File: src/design/rrfp_pkg.sv
// ----------------------------------------------------------------------------
// rrfp_pkg
// Shared types and codes for the reader response frame parser.
// ----------------------------------------------------------------------------
package rrfp_pkg;

  localparam int unsigned BYTE_W     = 8;
  localparam int unsigned EVENT_W    = 3;
  localparam int unsigned PINDEX_W   = 4;
  localparam int unsigned PCOUNT_W   = 5;
  localparam int unsigned IN_TDATA_W = 8;
  localparam int unsigned OUT_TUSER_W = 4;
  localparam int unsigned OUT_TDATA_W = 32;

  // framing bytes
  localparam logic [7:0] STX = 8'h02;
  localparam logic [7:0] ETX = 8'h03;

  // reply command codes
  localparam logic [7:0] CMD_READ_CARD = 8'hA0;
  localparam logic [7:0] CMD_READ_DATA = 8'hA1;
  localparam logic [7:0] CMD_WRITE_A   = 8'hA2;
  localparam logic [7:0] CMD_WRITE_B   = 8'hA3;
  localparam logic [7:0] CMD_CARD_A    = 8'hA6;
  localparam logic [7:0] CMD_CARD_B    = 8'hA7;
  localparam logic [7:0] CMD_BEEP_A    = 8'hA8;
  localparam logic [7:0] CMD_BEEP_B    = 8'hA9;

  localparam logic [7:0] FAIL_LEN    = 8'd7;
  localparam logic [7:0] STATUS_OK   = 8'h00;
  localparam logic [7:0] STATUS_ALT  = 8'h06;
  localparam logic [4:0] CARD_BYTES  = 5'd4;
  localparam logic [4:0] DATA_BYTES  = 5'd16;

  typedef enum logic [2:0] {
    EV_NONE       = 3'd0,
    EV_OK         = 3'd1,
    EV_INVALID    = 3'd2,
    EV_CHECK_FAIL = 3'd3,
    EV_LEN_ERR    = 3'd4
  } event_t;

  typedef enum logic [3:0] {
    PH_HUNT,
    PH_LEN,
    PH_CMD,
    PH_CARD,
    PH_CARD_ZERO,
    PH_DATA,
    PH_DATA_BLOCK,
    PH_STATUS,
    PH_BLOCK,
    PH_DROP,
    PH_CHECK,
    PH_END
  } phase_t;

  typedef struct packed {
    event_t                event_res;
    logic                  payload_valid;
    logic [PINDEX_W-1:0]   payload_index;
    logic [BYTE_W-1:0]     payload_byte;
    logic [BYTE_W-1:0]     frame_command;
    logic                  frame_success;
    logic [BYTE_W-1:0]     block_number;
  } rrfp_res_t;

endpackage

File: src/design/reader_response_frame_parser_core.sv
// ----------------------------------------------------------------------------
// reader_response_frame_parser_core
// STX/ETX reply frame parser with XOR check for a tag reader link.
// ----------------------------------------------------------------------------
// Usage:
//   Slave side: one received link byte per beat on in_tdata[7:0].
//   Master side: one result beat for every input beat. out_tuser carries the
//   event code and the payload flag; out_tdata carries the payload index and
//   byte, the frame command, the success flag and the block number.
//   The result of a byte sits in the output register the cycle after the
//   byte is taken. Throughput is one byte per cycle while the master side
//   drains, set by the single frame state update before the result register.
//   in_tready drops only while a result waits and out_tready is low; the
//   output register refills in the same cycle it is drained, so a stall on
//   the master side holds the input side for exactly as long.
//   Reset (rst_n low, synchronous) puts the parser into hunting for STX and
//   empties the output register.
//   Errors report an event and return the parser to hunting; a bad ETX and
//   beep replies that are not failure frames end without an event.
// ----------------------------------------------------------------------------
module reader_response_frame_parser_core (
  input  logic                                  clk,
  input  logic                                  rst_n,
  input  logic                                  in_tvalid,
  output logic                                  in_tready,
  input  logic [rrfp_pkg::IN_TDATA_W-1:0]       in_tdata,   // [7:0] rx_byte
  output logic                                  out_tvalid,
  input  logic                                  out_tready,
  // [2:0] event_res, [3] payload_valid
  output logic [rrfp_pkg::OUT_TUSER_W-1:0]      out_tuser,
  // [3:0] payload_index, [11:4] payload_byte, [19:12] frame_command,
  // [20] frame_success, [28:21] block_number, [31:29] zero
  output logic [rrfp_pkg::OUT_TDATA_W-1:0]      out_tdata
);

  logic                in_beat;
  rrfp_pkg::rrfp_res_t res;

  assign in_beat = in_tvalid && in_tready;

  rrfp_parser u_parser (
    .clk      (clk),
    .rst_n    (rst_n),
    .byte_vld (in_beat),
    .byte_in  (in_tdata),
    .res      (res)
  );

  rrfp_out_stage u_out (
    .clk        (clk),
    .rst_n      (rst_n),
    .load       (in_beat),
    .res        (res),
    .ready      (in_tready),
    .out_tvalid (out_tvalid),
    .out_tready (out_tready),
    .out_tuser  (out_tuser),
    .out_tdata  (out_tdata)
  );

  // every accepted byte produces a result beat next cycle
  a_beat_to_result: assert property (@(posedge clk) disable iff (!rst_n)
    in_beat |=> out_tvalid)
    else $error("accepted byte produced no result");

  // a payload beat never carries an event
  a_payload_no_event: assert property (@(posedge clk) disable iff (!rst_n)
    (out_tvalid && out_tuser[3]) |-> (out_tuser[2:0] == rrfp_pkg::EV_NONE))
    else $error("payload beat with event");

  // frame fields are zero unless the frame completed
  a_frame_fields: assert property (@(posedge clk) disable iff (!rst_n)
    (out_tvalid && (out_tuser[2:0] != rrfp_pkg::EV_OK)) |->
      (out_tdata[28:12] == 17'd0))
    else $error("frame fields set without completed frame");

  // event codes stay within the defined range
  a_event_range: assert property (@(posedge clk) disable iff (!rst_n)
    out_tvalid |-> (out_tuser[2:0] <= rrfp_pkg::EV_LEN_ERR))
    else $error("event code out of range");

endmodule

File: src/design/rrfp_parser.sv
// ----------------------------------------------------------------------------
// rrfp_parser
// Frame state machine and running XOR/count; forms the result of each byte.
// ----------------------------------------------------------------------------
module rrfp_parser (
  input  logic              clk,
  input  logic              rst_n,
  input  logic              byte_vld,
  input  logic [7:0]        byte_in,
  output rrfp_pkg::rrfp_res_t res
);

  rrfp_pkg::phase_t phase_r, phase_nxt;
  logic [7:0] xor_r, xor_nxt;
  logic [7:0] seen_r, seen_nxt;
  logic [7:0] len_r, len_nxt;
  logic [7:0] cmd_r, cmd_nxt;
  logic [7:0] stat_r, stat_nxt;
  logic [7:0] blk_r, blk_nxt;
  logic [rrfp_pkg::PCOUNT_W-1:0] pcnt_r, pcnt_nxt;

  logic [7:0] xor_take;
  logic [7:0] seen_take;
  logic [rrfp_pkg::PCOUNT_W-1:0] pcnt_inc;
  logic       fail_len;
  logic       len_ok;

  assign xor_take  = xor_r ^ byte_in;
  assign seen_take = seen_r + 8'd1;
  assign pcnt_inc  = pcnt_r + 5'd1;
  assign fail_len  = (len_r == rrfp_pkg::FAIL_LEN);
  // count wraps at 8 bits, compare is 9 bits wide
  assign len_ok    = (({1'b0, seen_take} + 9'd1) == {1'b0, len_r});

  // next phase
  always_comb begin
    phase_nxt = phase_r;
    unique case (phase_r)
      rrfp_pkg::PH_HUNT: begin
        phase_nxt = (byte_in == rrfp_pkg::STX) ? rrfp_pkg::PH_LEN : rrfp_pkg::PH_HUNT;
      end
      rrfp_pkg::PH_LEN: phase_nxt = rrfp_pkg::PH_CMD;
      rrfp_pkg::PH_CMD: begin
        unique case (byte_in)
          rrfp_pkg::CMD_READ_CARD, rrfp_pkg::CMD_CARD_A, rrfp_pkg::CMD_CARD_B:
            phase_nxt = fail_len ? rrfp_pkg::PH_STATUS : rrfp_pkg::PH_CARD;
          rrfp_pkg::CMD_READ_DATA:
            phase_nxt = fail_len ? rrfp_pkg::PH_STATUS : rrfp_pkg::PH_DATA;
          rrfp_pkg::CMD_WRITE_A, rrfp_pkg::CMD_WRITE_B:
            phase_nxt = rrfp_pkg::PH_STATUS;
          rrfp_pkg::CMD_BEEP_A, rrfp_pkg::CMD_BEEP_B:
            phase_nxt = fail_len ? rrfp_pkg::PH_STATUS : rrfp_pkg::PH_DROP;
          default:
            phase_nxt = rrfp_pkg::PH_HUNT;
        endcase
      end
      rrfp_pkg::PH_CARD: begin
        if (pcnt_inc == rrfp_pkg::CARD_BYTES) phase_nxt = rrfp_pkg::PH_CARD_ZERO;
      end
      rrfp_pkg::PH_DATA: begin
        if (pcnt_inc == rrfp_pkg::DATA_BYTES) phase_nxt = rrfp_pkg::PH_DATA_BLOCK;
      end
      rrfp_pkg::PH_CARD_ZERO: begin
        phase_nxt = (byte_in == 8'd0) ? rrfp_pkg::PH_CHECK : rrfp_pkg::PH_HUNT;
      end
      rrfp_pkg::PH_DATA_BLOCK, rrfp_pkg::PH_BLOCK: phase_nxt = rrfp_pkg::PH_CHECK;
      rrfp_pkg::PH_STATUS: phase_nxt = rrfp_pkg::PH_BLOCK;
      rrfp_pkg::PH_CHECK: begin
        phase_nxt = (len_ok && (xor_take == 8'd0)) ? rrfp_pkg::PH_END : rrfp_pkg::PH_HUNT;
      end
      default: phase_nxt = rrfp_pkg::PH_HUNT;
    endcase
  end

  // frame fields
  always_comb begin
    xor_nxt  = xor_r;
    seen_nxt = seen_r;
    len_nxt  = len_r;
    cmd_nxt  = cmd_r;
    stat_nxt = stat_r;
    blk_nxt  = blk_r;
    pcnt_nxt = pcnt_r;
    unique case (phase_r)
      rrfp_pkg::PH_HUNT: begin
        xor_nxt  = 8'd0;
        seen_nxt = 8'd1;
        len_nxt  = 8'd0;
        cmd_nxt  = 8'd0;
        stat_nxt = 8'd0;
        blk_nxt  = 8'd0;
        pcnt_nxt = '0;
      end
      rrfp_pkg::PH_LEN: begin
        len_nxt  = byte_in;
        xor_nxt  = xor_take;
        seen_nxt = seen_take;
      end
      rrfp_pkg::PH_CMD: begin
        cmd_nxt  = byte_in;
        xor_nxt  = xor_take;
        seen_nxt = seen_take;
        pcnt_nxt = '0;
      end
      rrfp_pkg::PH_CARD, rrfp_pkg::PH_DATA: begin
        xor_nxt  = xor_take;
        seen_nxt = seen_take;
        pcnt_nxt = pcnt_inc;
      end
      rrfp_pkg::PH_DATA_BLOCK, rrfp_pkg::PH_BLOCK: begin
        blk_nxt  = byte_in;
        xor_nxt  = xor_take;
        seen_nxt = seen_take;
      end
      rrfp_pkg::PH_STATUS: begin
        stat_nxt = byte_in;
        xor_nxt  = xor_take;
        seen_nxt = seen_take;
      end
      rrfp_pkg::PH_CARD_ZERO, rrfp_pkg::PH_CHECK: begin
        xor_nxt  = xor_take;
        seen_nxt = seen_take;
      end
      default: begin
        // drop, end: nothing taken
      end
    endcase
  end

  // result of the current byte
  always_comb begin
    res = '0;
    unique case (phase_r)
      rrfp_pkg::PH_CMD: begin
        unique case (byte_in)
          rrfp_pkg::CMD_READ_CARD, rrfp_pkg::CMD_CARD_A, rrfp_pkg::CMD_CARD_B,
          rrfp_pkg::CMD_READ_DATA, rrfp_pkg::CMD_WRITE_A, rrfp_pkg::CMD_WRITE_B,
          rrfp_pkg::CMD_BEEP_A, rrfp_pkg::CMD_BEEP_B:
            res.event_res = rrfp_pkg::EV_NONE;
          default:
            res.event_res = rrfp_pkg::EV_INVALID;
        endcase
      end
      rrfp_pkg::PH_CARD, rrfp_pkg::PH_DATA: begin
        res.payload_valid = 1'b1;
        res.payload_index = pcnt_r[rrfp_pkg::PINDEX_W-1:0];
        res.payload_byte  = byte_in;
      end
      rrfp_pkg::PH_CARD_ZERO: begin
        if (byte_in != 8'd0) res.event_res = rrfp_pkg::EV_INVALID;
      end
      rrfp_pkg::PH_CHECK: begin
        // length is checked ahead of the XOR
        if (!len_ok)                res.event_res = rrfp_pkg::EV_LEN_ERR;
        else if (xor_take != 8'd0)  res.event_res = rrfp_pkg::EV_CHECK_FAIL;
      end
      rrfp_pkg::PH_END: begin
        if (byte_in == rrfp_pkg::ETX) begin
          res.event_res     = rrfp_pkg::EV_OK;
          res.frame_command = cmd_r;
          res.frame_success = (stat_r == rrfp_pkg::STATUS_OK) ||
                              (stat_r == rrfp_pkg::STATUS_ALT);
          res.block_number  = blk_r;
        end
      end
      default: begin
        res = '0;
      end
    endcase
  end

  always_ff @(posedge clk) begin
    if (!rst_n) begin
      phase_r <= rrfp_pkg::PH_HUNT;
      xor_r   <= 8'd0;
      seen_r  <= 8'd0;
      len_r   <= 8'd0;
      cmd_r   <= 8'd0;
      stat_r  <= 8'd0;
      blk_r   <= 8'd0;
      pcnt_r  <= '0;
    end else if (byte_vld) begin
      phase_r <= phase_nxt;
      xor_r   <= xor_nxt;
      seen_r  <= seen_nxt;
      len_r   <= len_nxt;
      cmd_r   <= cmd_nxt;
      stat_r  <= stat_nxt;
      blk_r   <= blk_nxt;
      pcnt_r  <= pcnt_nxt;
    end
  end

endmodule

File: src/design/rrfp_out_stage.sv
// ----------------------------------------------------------------------------
// rrfp_out_stage
// Result register on the master side; refills in the cycle it drains.
// ----------------------------------------------------------------------------
module rrfp_out_stage (
  input  logic                                  clk,
  input  logic                                  rst_n,
  input  logic                                  load,
  input  rrfp_pkg::rrfp_res_t                   res,
  output logic                                  ready,
  output logic                                  out_tvalid,
  input  logic                                  out_tready,
  output logic [rrfp_pkg::OUT_TUSER_W-1:0]      out_tuser,
  output logic [rrfp_pkg::OUT_TDATA_W-1:0]      out_tdata
);

  logic                valid_r, valid_nxt;
  rrfp_pkg::rrfp_res_t res_r;

  assign ready     = !valid_r || out_tready;
  assign valid_nxt = load || (valid_r && !out_tready);

  always_ff @(posedge clk) begin
    if (!rst_n) begin
      valid_r <= 1'b0;
    end else begin
      valid_r <= valid_nxt;
    end
  end

  always_ff @(posedge clk) begin
    if (load) begin
      res_r <= res;
    end
  end

  assign out_tvalid = valid_r;
  assign out_tuser  = {res_r.payload_valid, res_r.event_res};
  assign out_tdata  = {3'd0, res_r.block_number, res_r.frame_success,
                       res_r.frame_command, res_r.payload_byte, res_r.payload_index};

endmodule

File: config.mk
export PLATFORM = sky130hd
export DESIGN_NAME = reader_response_frame_parser_core
export DESIGN_NICKNAME = d
export VERILOG_FILES = /design/src/design/rrfp_pkg.sv /design/src/design/reader_response_frame_parser_core.sv /design/src/design/rrfp_parser.sv /design/src/design/rrfp_out_stage.sv
export SDC_FILE = /design/constraint.sdc
export NUM_CORES = 1
export LEC_CHECK = 0
export ABC_AREA = 1
export BUFFER_PORTS_ARGS = -buffer_cell sky130_fd_sc_hd__buf_2
export CAP_MARGIN = 40
export CORE_UTILIZATION = 45
export CTS_BUF_LIST = sky130_fd_sc_hd__clkbuf_16
export CTS_CLUSTER_SIZE = 10
export DETAILED_ROUTE_END_ITERATION = 16
export SYNTH_ARGS = -nofsm -noshare
export SYNTH_HDL_FRONTEND = slang
export SYNTH_SLANG_ARGS = --single-unit
File: constraint.sdc
create_clock -name clk -period 2.7 [get_ports clk]
set_clock_uncertainty 0.15 [all_clocks]
set_input_delay 0.135 -clock clk [delete_from_list [all_inputs] [get_ports clk]]
set_output_delay 0.135 -clock clk [all_outputs]
set_load 0.02 [all_outputs]
==> results.sh <==
export IMPL_synthCells=577
export IMPL_seqCellArea_sq_um=2150
export IMPL_holdPathStages=3
export IMPL_synth_warning_count=0
export IMPL_worstSetupStartpoint="u_parser.seen_r[0]"
export IMPL_cp_top_family="simple AND/OR/NAND/NOR gates"
export IMPL_yosys_top_cells_area="dfxtp_1 26%, edfxtp_1 22%, nand2_1 11%"
export IMPL_cp_depth=14
export IMPL_dp_hpwl_microns=7160
export IMPL_leakagePower_nw=2.12
export IMPL_seq_area_frac_synth_pct=48.5
export IMPL_clockRootBuffer="clkbuf_16"
export IMPL_die_w_microns=101
export IMPL_synth_area_leader_cell="dfxtp_1"
export IMPL_timing_fmax_mhz=415
export IMPL_final_nets=641
export IMPL_cts_tree="done"
export IMPL_drv_slew=0
export IMPL_antenna_found_initial=0
export IMPL_start_util_pct=47.1
export IMPL_drt_first_pass_iters=5
export IMPL_cts_sinks=91
export IMPL_timing_rr_end="u_out.out_tuser[1]"
export IMPL_fp_dieH_microns=101
export IMPL_layout_drive_gt1_share_pct=15.2
export IMPL_status="finished clean"
export IMPL_fin_crit_ns=2.41
export IMPL_max_stage_delay_ns=0.46
export IMPL_rsz0062_at_grt="no"
export IMPL_clock_path_buffers=2
export IMPL_ant_nets=0
export IMPL_ir_drop_mv=0.263
export IMPL_antennaDiodeCount=0
export IMPL_grt_ovfl_total=0
export IMPL_worst_pin_slew_ns=0.712
export IMPL_row_count=35
export IMPL_die_area_sq_um=10300
export IMPL_regToRegStartpoint="u_parser.seen_r[0]"
export IMPL_crit_buf_inv=3
export IMPL_hold_path_class="in -> reg"
export IMPL_area_growth_synth_to_final_pct=15.5
export IMPL_via_per_inst=5.05
export IMPL_clock_latency_ns=0.34
export IMPL_final_common_cell="nand2_1"
export IMPL_wl_per_cell_microns=13.3
export IMPL_dr_total_vias=3835
export IMPL_path_clk_slew_ns=0.07
export IMPL_grt_pass1_vias=3698
export IMPL_worst_setup_path_end_kind="flop"
export IMPL_crit_required_ns=2.61
export IMPL_synth_cell_types=38
export IMPL_h_tree_depth=3
export IMPL_drcViolationCount=0
export IMPL_gr_usage_all_layers_pct=21.8
export IMPL_synth_top_area_share_pct=26.2
export IMPL_ff2ff_path_depth=14
export IMPL_slowest_stage="dfxtp_1"
export IMPL_ys_seq_elements=91
export IMPL_setup_worst_path_end="u_out.out_tuser[1]"
export IMPL_netlist_area_sq_um=4440
export IMPL_finalHoldViolations=0
export IMPL_fill_cells=921
export IMPL_critical_path_cell_chain="inv_2 -> ha_1 -> nor2_1 -> nand3_1 -> inv_1 -> nand2_2 -> nor2_4 -> inv_1 -> nand2_1 -> nand2_1 -> nand2_1 -> nor2_4 -> nand3_1 -> o311ai_0"
export IMPL_final_cell_mix="131 x nand2_1, 75 x inv_1, 68 x nor2_1"
export IMPL_setup_tns_ns=0
export IMPL_post_cts_buffers=0
export IMPL_dp_cells=739
export IMPL_reg2reg_slack_ns=0.29
export IMPL_gp_congestion=0.900
export IMPL_crit_arrival_ns=2.33
export IMPL_post_route_period_util_pct=89.3
export IMPL_crit_type="reg -> reg"
export IMPL_routed_wl_microns=10100
export IMPL_cts_resized=0
export IMPL_cts_buffers=9
export IMPL_final_cells=760
export IMPL_core_sq_um=9420
export IMPL_powerDensity_nw_per_um2=565
export IMPL_path_common_cell="nand2_1"
export IMPL_grt_max_degree=40
export IMPL_multi_input_area_sq_um=1890
export IMPL_num_io_pins=50
export IMPL_path_max_fanout=8
export IMPL_slew_limit_headroom_pct=52.4
export IMPL_synth_avg_cell_area_sq_um=7.69
export IMPL_startpoint_type="flop"
export IMPL_port_buffers=46
export IMPL_drv_cap=0
export IMPL_grt_pass1_wl_microns=17400
export IMPL_drt_iter0_markers=192
export IMPL_setup_viol_count_final=0
==> flip-flops by register name (all words and copies together), names as in the netlist <==
signal            cells
u_out.out_tdata      29
u_out.out_tuser       4
u_out.out_tvalid      1
u_parser.blk_r        8
u_parser.cmd_r        8
u_parser.len_r        8
u_parser.pcnt_r       5
u_parser.phase_r      4
u_parser.seen_r       8
u_parser.stat_r       8
u_parser.xor_r        8
==> layout make-up <==
class | instances | area share (%)
clock buffers | 9 | 4.39
clock inverters | 7 | 0.976
inverters | 79 | 5.78
multi-input cells | 385 | 36.9
flip-flops and latches | 91 | 42.0
well taps | 129 | 3.15
repair buffers | 60 | 6.79
==> layer usage <==
metal	track usage, %	vias to the layer above	wire length (microns)	share of wire [%]
li1	-	1965	-	-
met1	28.5	1763	4810	48
met2	35.6	92	4590	46
met3	4.00	15	493	4.9
met4	8.58	0	181	1.8
met5	0	-	0	0
==> tightest hold or removal path, stage by stage <==
cell and delay (ns):
buf_2 0.17, nand2_1 0.09, a21oi_1 0.06
==> power breakdown <==
part,internal (mW),total [mW],switching [mW],leakage [nW]
clock,0.630,1.18,0.554,0.138
combinational,0.0686,0.240,0.171,1.17
sequential,1.46,1.47,0.0157,0.805
total,2.16,2.90,0.740,2.12
==> metrics by stage <==
stage	total power [mW]	cell area [sq um]	hold slack, ns	worst slack, ns	util, %
after global routing	3.00	5130	0.0162	0.0694	54.4
after detailed placement	1.74	4800	0.244	0.307	51.0
after global placement	1.74	4790	0.238	0.368	50.9
final	2.90	5130	0.00844	0.289	54.4
after CTS	2.92	5130	0.0000207	0.299	54.4
after floorplan	1.67	4450	0.119	0.210	-
==> kinds of logic after synthesis <==
| group | Yosys count | synth area share, % |
|---|---|---|
| adders and majority gates | 3 | 0.846 |
| buffers and inverters | 103 | 9.02 |
| other | 1 | 0.0845 |
| xor gates and xnor gates | 13 | 2.57 |
| AOI/OAI and AO/OA | 96 | 12.4 |
| DFF | 91 | 48.5 |
| and+or+nand+nor | 270 | 26.6 |
==> repair_timing <==
item	4_1_cts	5_1_grt
endpoints found under the setup margin	0	0
endpoints found under the hold margin	8	0
hold buffers	5	0
==> cells in the mapped netlist <==
cell and n:
a211o_1 1, a211oi_1 13, a21oi_1 59, a21oi_2 3
a22oi_1 2, a31oi_1 1, buf_1 1, buf_2 2
buf_4 3, clkbuf_1 18, conb_1 1, dfxtp_1 58
edfxtp_1 33, ha_1 3, inv_1 75, inv_2 4
nand2_1 131, nand2_2 8, nand2_4 1, nand3_1 32
nand3_2 1, nand4_1 6, nor2_1 68, nor2_2 4
nor2_4 3, nor2_8 1, nor3_1 9, nor3b_1 1
nor4_1 4, o2111ai_1 1, o21ai_0 10, o21ai_1 2
o21ai_2 1, o311ai_0 1, o31ai_1 2, or4_1 1
xnor2_1 2, xor2_1 11
==> worst min path at each step <==
stage                start                  to
2_1_floorplan    in_tvalid    u_out.out_tvalid
3_3_place_gp     in_tvalid    u_out.out_tvalid
3_5_place_dp     in_tvalid    u_out.out_tvalid
4_1_cts        in_tdata[2]  u_parser.stat_r[2]
5_1_grt        in_tdata[2]  u_parser.stat_r[2]
6_report       in_tdata[5]  u_parser.stat_r[5]
Note: power is estimated with default switching activity, not from simulation.
